--- config.mk ---
export PLATFORM = sky130hd
export DESIGN_NAME = hotp_token_check
export DESIGN_NICKNAME = d
export VERILOG_FILES = /design/src/rtl/hotp_pkg.sv /design/src/rtl/hotp_ctrl.sv /design/src/rtl/hotp_dp.sv /design/src/rtl/hotp_token_check.sv
export VERILOG_INCLUDE_DIRS = /design/src /design/src/rtl
export SDC_FILE = /design/constraint.sdc
export NUM_CORES = 2
export LEC_CHECK = 0
export BUFFER_PORTS_ARGS = -buffer_cell sky130_fd_sc_hd__buf_4
export CAP_MARGIN = 10
export CORE_ASPECT_RATIO = 1.5
export CORE_UTILIZATION = 55
export CTS_CLUSTER_SIZE = 10
export DETAILED_ROUTE_END_ITERATION = 10
export PLACE_DENSITY = 0.74
export SLEW_MARGIN = 20
export SYNTH_ARGS = -nofsm -noshare
export SYNTH_HDL_FRONTEND = slang
export SYNTH_SLANG_ARGS = --single-unit
--- constraint.sdc ---
create_clock -name clk -period 15.7 [get_ports clk]
set_clock_uncertainty 0.05 [all_clocks]
set_input_delay 0 -clock clk [delete_from_list [all_inputs] [get_ports clk]]
set_output_delay 0 -clock clk [all_outputs]
set_load 0.02 [all_outputs]
--- src/rtl/hotp_token_check_macros.svh ---
// Assertion macros for the HOTP token checker.
// Used by hotp_token_check.sv; each macro expects clk and rst in scope.
`ifndef HOTP_TOKEN_CHECK_MACROS_SVH
`define HOTP_TOKEN_CHECK_MACROS_SVH

// Same-cycle implication, disabled while reset is held.
`define HOTP_ASSERT_NOW(name, ante, cons) \
  name: assert property (@(posedge clk) disable iff (rst) (ante) |-> (cons)) \
    else $error("hotp_token_check: assertion failed");

// Next-cycle implication, disabled while reset is held.
`define HOTP_ASSERT_NEXT(name, ante, cons) \
  name: assert property (@(posedge clk) disable iff (rst) (ante) |=> (cons)) \
    else $error("hotp_token_check: assertion failed");

`endif

--- src/rtl/hotp_pkg.sv ---
// Shared types and constants for the HOTP token checker.
// Used by hotp_ctrl, hotp_dp and hotp_token_check; depends on nothing.
package hotp_pkg;

  localparam int unsigned KEY_BYTES        = 20;
  localparam int unsigned STORED_KEY_BYTES = 20;
  localparam int unsigned SHA_ROUNDS       = 80;
  localparam int unsigned MOD_STEPS        = 12;
  localparam int unsigned TOKEN_MODULUS    = 1000000;

  localparam logic [7:0] IPAD_BYTE = 8'h36;
  localparam logic [7:0] OPAD_BYTE = 8'h5c;

  localparam logic [31:0] SHA_IV0 = 32'h67452301;
  localparam logic [31:0] SHA_IV1 = 32'hefcdab89;
  localparam logic [31:0] SHA_IV2 = 32'h98badcfe;
  localparam logic [31:0] SHA_IV3 = 32'h10325476;
  localparam logic [31:0] SHA_IV4 = 32'hc3d2e1f0;

  localparam logic [31:0] SHA_K0 = 32'h5a827999;
  localparam logic [31:0] SHA_K1 = 32'h6ed9eba1;
  localparam logic [31:0] SHA_K2 = 32'h8f1bbcdc;
  localparam logic [31:0] SHA_K3 = 32'hca62c1d6;

  // Message lengths in bits: one pad block plus the tail.
  localparam logic [31:0] MSG_BITS   = 32'd576;
  localparam logic [31:0] INNER_BITS = 32'd672;

  typedef enum logic [1:0] {
    REG_KEY_FIRST  = 2'd0,
    REG_KEY_MIDDLE = 2'd1,
    REG_KEY_LAST   = 2'd2
  } reg_index_t;

  // The four compressions of one item, in order.
  typedef enum logic [1:0] {
    PASS_IPAD  = 2'd0,
    PASS_MSG   = 2'd1,
    PASS_OPAD  = 2'd2,
    PASS_INNER = 2'd3
  } pass_t;

  typedef enum logic [6:0] {
    S_IDLE  = 7'b0000001,
    S_LOAD  = 7'b0000010,
    S_ROUND = 7'b0000100,
    S_FIN   = 7'b0001000,
    S_TRUNC = 7'b0010000,
    S_MOD   = 7'b0100000,
    S_OUT   = 7'b1000000
  } state_t;

  typedef struct packed {
    logic       load_in;
    logic       load_block;
    pass_t      pass;
    logic       round;
    logic [6:0] round_idx;
    logic       fin;
    logic       trunc;
    logic       mod_step;
    logic [3:0] mod_shift;
    logic       out_write;
  } cmd_t;

  typedef struct packed {
    logic out_busy;
  } status_t;

endpackage

--- src/rtl/hotp_ctrl.sv ---
// Sequencer for the HOTP token checker: walks four SHA-1 passes, truncation,
// the modulo steps and the result hand-off. Depends on hotp_pkg.
module hotp_ctrl (
  input  logic              clk,
  input  logic              rst,
  input  logic              in_valid,
  output logic              in_stall,
  input  hotp_pkg::status_t status,
  output hotp_pkg::cmd_t    cmd
);

  hotp_pkg::state_t state, state_next;
  hotp_pkg::pass_t  pass, pass_next;
  logic [6:0]       rcount, rcount_next;
  logic [3:0]       mcount, mcount_next;

  always_comb begin
    state_next    = state;
    pass_next     = pass;
    rcount_next   = rcount;
    mcount_next   = mcount;
    cmd           = '0;
    cmd.pass      = pass;
    cmd.round_idx = rcount;
    cmd.mod_shift = mcount;
    case (state)
      hotp_pkg::S_IDLE: begin
        if (in_valid) begin
          cmd.load_in = 1'b1;
          pass_next   = hotp_pkg::PASS_IPAD;
          state_next  = hotp_pkg::S_LOAD;
        end
      end
      hotp_pkg::S_LOAD: begin
        cmd.load_block = 1'b1;
        rcount_next    = '0;
        state_next     = hotp_pkg::S_ROUND;
      end
      hotp_pkg::S_ROUND: begin
        cmd.round   = 1'b1;
        rcount_next = rcount + 7'd1;
        if (rcount == 7'(hotp_pkg::SHA_ROUNDS - 1)) begin
          state_next = hotp_pkg::S_FIN;
        end
      end
      hotp_pkg::S_FIN: begin
        cmd.fin = 1'b1;
        if (pass == hotp_pkg::PASS_INNER) begin
          state_next = hotp_pkg::S_TRUNC;
        end else begin
          pass_next  = hotp_pkg::pass_t'(pass + 2'd1);
          state_next = hotp_pkg::S_LOAD;
        end
      end
      hotp_pkg::S_TRUNC: begin
        cmd.trunc   = 1'b1;
        mcount_next = 4'(hotp_pkg::MOD_STEPS - 1);
        state_next  = hotp_pkg::S_MOD;
      end
      hotp_pkg::S_MOD: begin
        cmd.mod_step = 1'b1;
        mcount_next  = mcount - 4'd1;
        if (mcount == '0) begin
          state_next = hotp_pkg::S_OUT;
        end
      end
      hotp_pkg::S_OUT: begin
        if (!status.out_busy) begin
          cmd.out_write = 1'b1;
          state_next    = hotp_pkg::S_IDLE;
        end
      end
      default: begin
        state_next = hotp_pkg::S_IDLE;
      end
    endcase
  end

  assign in_stall = (state != hotp_pkg::S_IDLE);

  always_ff @(posedge clk) begin
    if (rst) begin
      state  <= hotp_pkg::S_IDLE;
      pass   <= hotp_pkg::PASS_IPAD;
      rcount <= '0;
      mcount <= '0;
    end else begin
      state  <= state_next;
      pass   <= pass_next;
      rcount <= rcount_next;
      mcount <= mcount_next;
    end
  end

endmodule

--- src/rtl/hotp_dp.sv ---
// Datapath of the HOTP token checker: key registers, SHA-1 round engine with
// a 16-word schedule window, truncation, modulo unit and result register.
// Depends on hotp_pkg.
module hotp_dp (
  input  logic              clk,
  input  logic              rst,
  input  hotp_pkg::cmd_t    cmd,
  output hotp_pkg::status_t status,
  input  logic              cfg_write,
  input  logic [1:0]        cfg_index,
  input  logic [63:0]       cfg_data,
  input  logic [63:0]       step_count,
  input  logic [19:0]       candidate_code,
  output logic              out_valid,
  input  logic              out_stall,
  output logic [19:0]       token,
  output logic              code_valid
);

  logic [63:0]  key_first, key_middle;
  logic [31:0]  key_last;
  logic [63:0]  factor;
  logic [19:0]  candidate;
  logic [31:0]  h0, h1, h2, h3, h4;
  logic [31:0]  a, b, c, d, e;
  logic [31:0]  w [16];
  logic [159:0] inner;
  logic [30:0]  rem;

  logic [159:0] key_vec;
  logic [511:0] blk;
  logic [31:0]  f, k, t, w_new;
  logic [31:0]  s0, s1, s2, s3, s4;
  logic [159:0] digest;
  logic [7:0]   sel_hi;
  logic [31:0]  bin;
  logic [31:0]  sub;

  assign key_vec = {key_first, key_middle, key_last};

  // Message block for the current pass.
  always_comb begin
    logic [7:0] pad;
    pad = (cmd.pass == hotp_pkg::PASS_OPAD) ? hotp_pkg::OPAD_BYTE : hotp_pkg::IPAD_BYTE;
    blk = '0;
    case (cmd.pass)
      hotp_pkg::PASS_IPAD, hotp_pkg::PASS_OPAD: begin
        blk = {64{pad}};
        for (int i = 0; i < hotp_pkg::STORED_KEY_BYTES; i++) begin
          if (i < hotp_pkg::KEY_BYTES) begin
            blk[511 - 8*i -: 8] = pad ^ key_vec[159 - 8*i -: 8];
          end
        end
      end
      hotp_pkg::PASS_MSG: begin
        blk[511 -: 64]  = factor;
        blk[447 -: 32]  = 32'h80000000;
        blk[31:0]       = hotp_pkg::MSG_BITS;
      end
      hotp_pkg::PASS_INNER: begin
        blk[511 -: 160] = inner;
        blk[351 -: 32]  = 32'h80000000;
        blk[31:0]       = hotp_pkg::INNER_BITS;
      end
      default: blk = '0;
    endcase
  end

  // One SHA-1 round.
  always_comb begin
    if (cmd.round_idx < 7'd20) begin
      f = (b & c) | (~b & d);
      k = hotp_pkg::SHA_K0;
    end else if (cmd.round_idx < 7'd40) begin
      f = b ^ c ^ d;
      k = hotp_pkg::SHA_K1;
    end else if (cmd.round_idx < 7'd60) begin
      f = (b & c) | (b & d) | (c & d);
      k = hotp_pkg::SHA_K2;
    end else begin
      f = b ^ c ^ d;
      k = hotp_pkg::SHA_K3;
    end
    t     = {a[26:0], a[31:27]} + f + e + k + w[0];
    w_new = w[13] ^ w[8] ^ w[2] ^ w[0];
    w_new = {w_new[30:0], w_new[31]};
  end

  assign s0 = h0 + a;
  assign s1 = h1 + b;
  assign s2 = h2 + c;
  assign s3 = h3 + d;
  assign s4 = h4 + e;

  // Dynamic truncation: four bytes from the offset in the last nibble.
  assign digest = {h0, h1, h2, h3, h4};
  assign sel_hi = 8'd159 - {1'b0, h4[3:0], 3'b000};
  assign bin    = digest[sel_hi -: 32];
  assign sub    = 32'(hotp_pkg::TOKEN_MODULUS) << cmd.mod_shift;

  always_ff @(posedge clk) begin
    if (rst) begin
      key_first  <= '0;
      key_middle <= '0;
      key_last   <= '0;
    end else if (cfg_write) begin
      case (cfg_index)
        hotp_pkg::REG_KEY_FIRST:  key_first  <= cfg_data;
        hotp_pkg::REG_KEY_MIDDLE: key_middle <= cfg_data;
        hotp_pkg::REG_KEY_LAST:   key_last   <= cfg_data[31:0];
        default: ;
      endcase
    end
    if (cmd.load_in) begin
      factor    <= step_count;
      candidate <= candidate_code;
    end
    if (cmd.load_block) begin
      for (int j = 0; j < 16; j++) begin
        w[j] <= blk[511 - 32*j -: 32];
      end
      if (cmd.pass == hotp_pkg::PASS_IPAD || cmd.pass == hotp_pkg::PASS_OPAD) begin
        h0 <= hotp_pkg::SHA_IV0;  a <= hotp_pkg::SHA_IV0;
        h1 <= hotp_pkg::SHA_IV1;  b <= hotp_pkg::SHA_IV1;
        h2 <= hotp_pkg::SHA_IV2;  c <= hotp_pkg::SHA_IV2;
        h3 <= hotp_pkg::SHA_IV3;  d <= hotp_pkg::SHA_IV3;
        h4 <= hotp_pkg::SHA_IV4;  e <= hotp_pkg::SHA_IV4;
      end else begin
        a <= h0;
        b <= h1;
        c <= h2;
        d <= h3;
        e <= h4;
      end
    end
    if (cmd.round) begin
      for (int j = 0; j < 15; j++) begin
        w[j] <= w[j+1];
      end
      w[15] <= w_new;
      e <= d;
      d <= c;
      c <= {b[1:0], b[31:2]};
      b <= a;
      a <= t;
    end
    if (cmd.fin) begin
      h0 <= s0;
      h1 <= s1;
      h2 <= s2;
      h3 <= s3;
      h4 <= s4;
      if (cmd.pass == hotp_pkg::PASS_MSG) begin
        inner <= {s0, s1, s2, s3, s4};
      end
    end
    if (cmd.trunc) begin
      rem <= {1'b0, bin[29:0]} | {bin[30], 30'd0};
    end
    if (cmd.mod_step && ({1'b0, rem} >= sub)) begin
      rem <= rem - sub[30:0];
    end
    if (cmd.out_write) begin
      token      <= rem[19:0];
      code_valid <= ({11'd0, candidate} == rem);
    end
  end

  always_ff @(posedge clk) begin
    if (rst) begin
      out_valid <= 1'b0;
    end else if (cmd.out_write) begin
      out_valid <= 1'b1;
    end else if (!out_stall) begin
      out_valid <= 1'b0;
    end
  end

  assign status.out_busy = out_valid && out_stall;

endmodule

--- src/rtl/hotp_token_check.sv ---
// HOTP token checker (HMAC-SHA1, dynamic truncation, modulo one million).
// An item is a 64-bit moving factor and a candidate code; the block hashes
// the factor with the 20-byte key held in three configuration registers and
// returns one result per item: the six-digit token and a flag that is set
// when the candidate equals it. The key resets to zero. The user must write
// it through cfg_write / cfg_index / cfg_data only while no item is in
// flight; the block itself does not enforce this. Writes to index 3 are
// ignored. One item is worked at a time, from the accepting edge to the
// result register: four SHA-1 compressions on a single round engine (a load,
// 80 rounds and a chaining add each), a truncation step, twelve
// compare-subtract steps of the modulo unit and a hand-off. The input stalls
// for that whole span, so no new item is taken before the hand-off; the
// result waits in an output register, and the block starts no hand-off while
// an earlier result is still held there.
// Depends on hotp_pkg, hotp_ctrl, hotp_dp and hotp_token_check_macros.svh.
`include "hotp_token_check_macros.svh"

module hotp_token_check (
  input  logic        clk,
  input  logic        rst,
  input  logic        cfg_write,
  input  logic [1:0]  cfg_index,
  input  logic [63:0] cfg_data,
  input  logic        in_valid,
  output logic        in_stall,
  input  logic [63:0] step_count,
  input  logic [19:0] candidate_code,
  output logic        out_valid,
  input  logic        out_stall,
  output logic [19:0] token,
  output logic        code_valid
);

  hotp_pkg::cmd_t    cmd;
  hotp_pkg::status_t status;

  // The sequencer issues one command word per cycle.
  hotp_ctrl u_ctrl (
    .clk      (clk),
    .rst      (rst),
    .in_valid (in_valid),
    .in_stall (in_stall),
    .status   (status),
    .cmd      (cmd)
  );

  // The datapath holds the key, the hash state and the result register.
  hotp_dp u_dp (
    .clk            (clk),
    .rst            (rst),
    .cmd            (cmd),
    .status         (status),
    .cfg_write      (cfg_write),
    .cfg_index      (cfg_index),
    .cfg_data       (cfg_data),
    .step_count     (step_count),
    .candidate_code (candidate_code),
    .out_valid      (out_valid),
    .out_stall      (out_stall),
    .token          (token),
    .code_valid     (code_valid)
  );

  // An accepted item keeps the input closed while it is worked on.
  `HOTP_ASSERT_NEXT(a_busy_after_accept, in_valid && !in_stall, in_stall)
  // A presented token is always reduced below one million.
  `HOTP_ASSERT_NOW(a_token_range, out_valid, token < 20'd1000000)
  // A fresh result means the sequencer has gone back to idle.
  `HOTP_ASSERT_NOW(a_idle_on_result, $rose(out_valid), !in_stall)

endmodule

==> metrics.txt <==
Post-DP Area 74400 µm²; routability cong. 1.07; CTS tree done; layout cells sized above 1 8.36%; Reg clk slew, reported paths 60 ps; I/O Pins 178; HPWL after detailed placement 227000 µm; Synth Instances 6677; largest net degree at the start of global routing 181; HP Class in -> reg; port bufs 177; Avg WL per Cell 35.6 µm; grt total ovfl 0; R2R Setup Slk 9150 ps; fraction of power spent switching nets 29.8%; Gate power share 17.7%; detailed-route wire length 316000 µm; Fin. Hold Viols 0; setup TNS 0 ps; remaining antenna violation count 0; fin area 82400 µm²; maximum clock rate 153 MHz; synthesized area 71600 µm²; CP Class reg -> reg; DR iter-0 viols 7914; Final period util 41.7%; DRC Markers 0; DR pass1 iterations 7; final setup vio count 0; Clock Path Buffers 3; Net Count, Synth 7214; DR vias 60300; H-tree depth 4; CTS Buf Count 151; first-pass GRT wire length 434000 µm; Clock Power Share 36.3%; Max VDD drop 115 µV; Int Power 6.53 mW; post-synthesis sequential area ratio 52.4%; Simple-Gate Fraction of Synth Area 11.6%; total track usage 48.1%; filler instances 10100; Pins Over Slew Limit 0; pwr/cell area 113 nW/µm²; Rel. slew slack 9.99%; critical path required time 16320 ps; #FFs+latches synth 1309; Die Y 444 µm; RSZ-0062 raised after global routing false; clk sinks 1309; Cell Rows 161; compound-cell area share of the yosys netlist 16.7%; largest family of logic cells by synthesized area compound AO/OA/AOI/OAI gates; Post-synth EDFFs 1128; Arr. time, crit path 7170 ps; Leakage 30.2 nW; Synth Area in Adders 7.98%; Die Width 297 µm; number of max-cap violations 0; post-CTS resize count 0; starting density of the core 55.6%; async set or reset register ratio after synthesis 0%; Via-to-Cell Ratio 6.79; NetSw 2.78 mW; die area 132000 µm²; status finished, final reports clean; vias in the first global route 57900; CTS root buffer clkbuf_16; worst-skew pair later-pin latency 820 ps; sequential fraction of design power 45.9%; most common flop cell mapped by yosys edfxtp_1; Crit. End Element flop; Synth Area in XOR/XNOR 4.29%; minimum clock period 6550 ps; total core area 129000 µm²; Area Growth Syn to Fin 15.0%; antenna violations before repair 27; startpoint types flop; CP max FO 34; Layout Nets 7566; Avg Inst Size Synth 10.7 µm²; post-synthesis mux area share 3.26%; Ys Warns 0; Unique masters post-synth 89; worst slew pin tran 1340 ps
-- per-layer routing --
metal / up-vias / global-route usage (%) / wire (µm)
met5: - / 0 / 61
met3: 1378 / 11.7 / 33600
met2: 4472 / 72.7 / 140000
met1: 29500 / 53.1 / 99400
li1: 24900 / - / -
met4: 8 / 51.8 / 43200
-- what timing repair did --
| item | in CTS | in global routing |
|---|---|---|
| hold endpoints to repair | 284 | 0 |
| setup buffers | 0 | 0 |
| hold buffers | 332 | 0 |
-- critical path, stage by stage (launching register included) --
cell      delay [ps]
dfxtp_1          360
and3_1           240
nor3_1           340
clkinv_1         290
nand2_1          150
buf_4            430
o21ai_0          210
fa_1             540
inv_1             50
fa_1             480
inv_1             50
fa_1             510
inv_1             50
ha_1             420
nand4_1          200
nor2_1           210
o311a_1          240
or3_1            170
nand2_1           90
and3_1           210
o31ai_2          450
a211oi_1         170
or3_1            370
nand3_1           90
-- synth_stat cells, types with 10 or more instances --
cell,count,share of area [%]
inv_1,291,1.5
nor4_1,11,0.096
nand4_1,29,0.25
a222oi_1,16,0.22
o31ai_1,50,0.52
buf_1,37,0.19
mux4_2,46,1.4
o31a_1,10,0.12
and3_1,33,0.29
ha_1,258,4.5
nor2b_1,52,0.45
mux2i_1,86,1.2
nand3_1,120,0.84
fa_1,124,3.5
o21a_1,110,1.2
o21bai_1,29,0.30
nand2b_1,49,0.43
o32ai_1,23,0.28
a211oi_1,40,0.42
buf_2,23,0.16
clkbuf_1,345,1.8
a21oi_1,556,3.9
nor3_1,49,0.34
xor2_1,149,1.8
a22oi_1,46,0.48
a21o_1,292,3.1
mux2_2,39,0.61
nand2_1,822,4.3
a31oi_1,133,1.2
edfxtp_1,1128,47
and2_1,93,0.81
o211ai_1,28,0.29
or3_1,16,0.14
a221oi_1,98,1.2
o21ai_0,269,1.9
dfxtp_1,181,5.1
nor2_1,596,3.1
or2_2,13,0.11
xnor2_1,202,2.5
o22ai_1,32,0.28
-- worst paths after layout --
| kind | cells past startpoint | to | start |
|---|---|---|---|
| max reg2reg | 23 | u_dp.a[31]$_DFFE_PP_ | u_ctrl.rcount[4]$_SDFFE_PP0P_ |
| max | 23 | u_dp.a[31]$_DFFE_PP_ | u_ctrl.rcount[4]$_SDFFE_PP0P_ |
| min | 4 | u_dp.key_first[35]$_SDFFE_PP0P_ | cfg_data[35] |
| min reg2reg | 2 | u_dp.key_middle[28]$_SDFFE_PP0P_ | u_dp.key_middle[28]$_SDFFE_PP0P_ |
-- through the flow --
stage	total power, mW	worst slack, ps	hold slack (ps)	utilization [%]	cells
floorplan	5.26	5240	48.9	-	6677
global placement	5.81	9350	129	57.8	8254
detailed placement	5.82	9310	129	57.8	8254
CTS	9.19	9280	0.167	63.9	8852
global route	9.50	8920	42.4	64.0	8854
finish	9.30	9150	35.7	64.0	8875
-- layout by cell type (no fill, tap or decap), types with 22 or more instances in the layout --
cell	instances
nor2b_1	52
xnor2_1	202
dfxtp_1	180
o31ai_1	50
a211oi_1	40
and3_1	32
o21bai_1	29
nor2_1	591
ha_1	254
o211ai_1	28
mux4_2	46
buf_4	270
o32ai_1	23
o21a_1	110
nand2_1	820
mux2i_1	86
xor2_1	149
clkbuf_16	156
inv_1	291
edfxtp_1	1128
nand3_1	119
o22ai_1	32
nand2b_1	48
a21o_1	292
dlygate4sd3_1	332
a21oi_1	555
o21ai_0	263
a31oi_1	133
and2_1	94
a22oi_1	46
clkbuf_1	93
nand4_1	29
diode_2	22
a221oi_1	97
nor3_1	47
mux2_2	39
fa_1	124
-- cells by family (layout without fill, tap and decap cells) --
logic type,after synthesis,count (layout)
buffers and inverters,704,1169
multiplexers,171,171
AO/OA/AOI/OAI,1838,1838
AND/OR/NAND/NOR,1922,1922
flip-flops,1309,1309
XOR/XNOR,351,351
adder cells (fa/ha/maj),382,382
other,0,22
-- sequential cells by signal, indices dropped and copies added, names as in the netlist, 20 cells and up --
register         cells
u_dp.a              32
u_dp.b              32
u_dp.c              32
u_dp.candidate      20
u_dp.d              32
u_dp.e              32
u_dp.factor         64
u_dp.h0             32
u_dp.h1             32
u_dp.h2             32
u_dp.h3             32
u_dp.h4             32
u_dp.inner         160
u_dp.key_first      64
u_dp.key_last       32
u_dp.key_middle     64
u_dp.rem            31
u_dp.token          20
u_dp.w             512
-- power groups by stage --
stage	registers, mW	clock network (mW)	logic (mW)
6_report	4.27	3.38	1.65
5_1_grt	4.27	3.50	1.73
4_1_cts	4.25	3.37	1.57
3_5_place_dp	4.32	0	1.50
3_3_place_gp	4.32	0	1.49
2_1_floorplan	4.29	0	0.976
-- cell type report --
class | instances | area, µm² | share of cell area [%]
antenna | 22 | 55.1 | 0.0668
clock inverter | 15 | 264 | 0.320
sequential | 1309 | 37500 | 45.5
multi-input combinational | 4664 | 31600 | 38.3
timing repair buffer | 607 | 5450 | 6.61
tap | 1711 | 2140 | 2.60
inverter | 296 | 1110 | 1.35
clock buffer | 251 | 4280 | 5.20
Power figures use the tool's default switching activity.
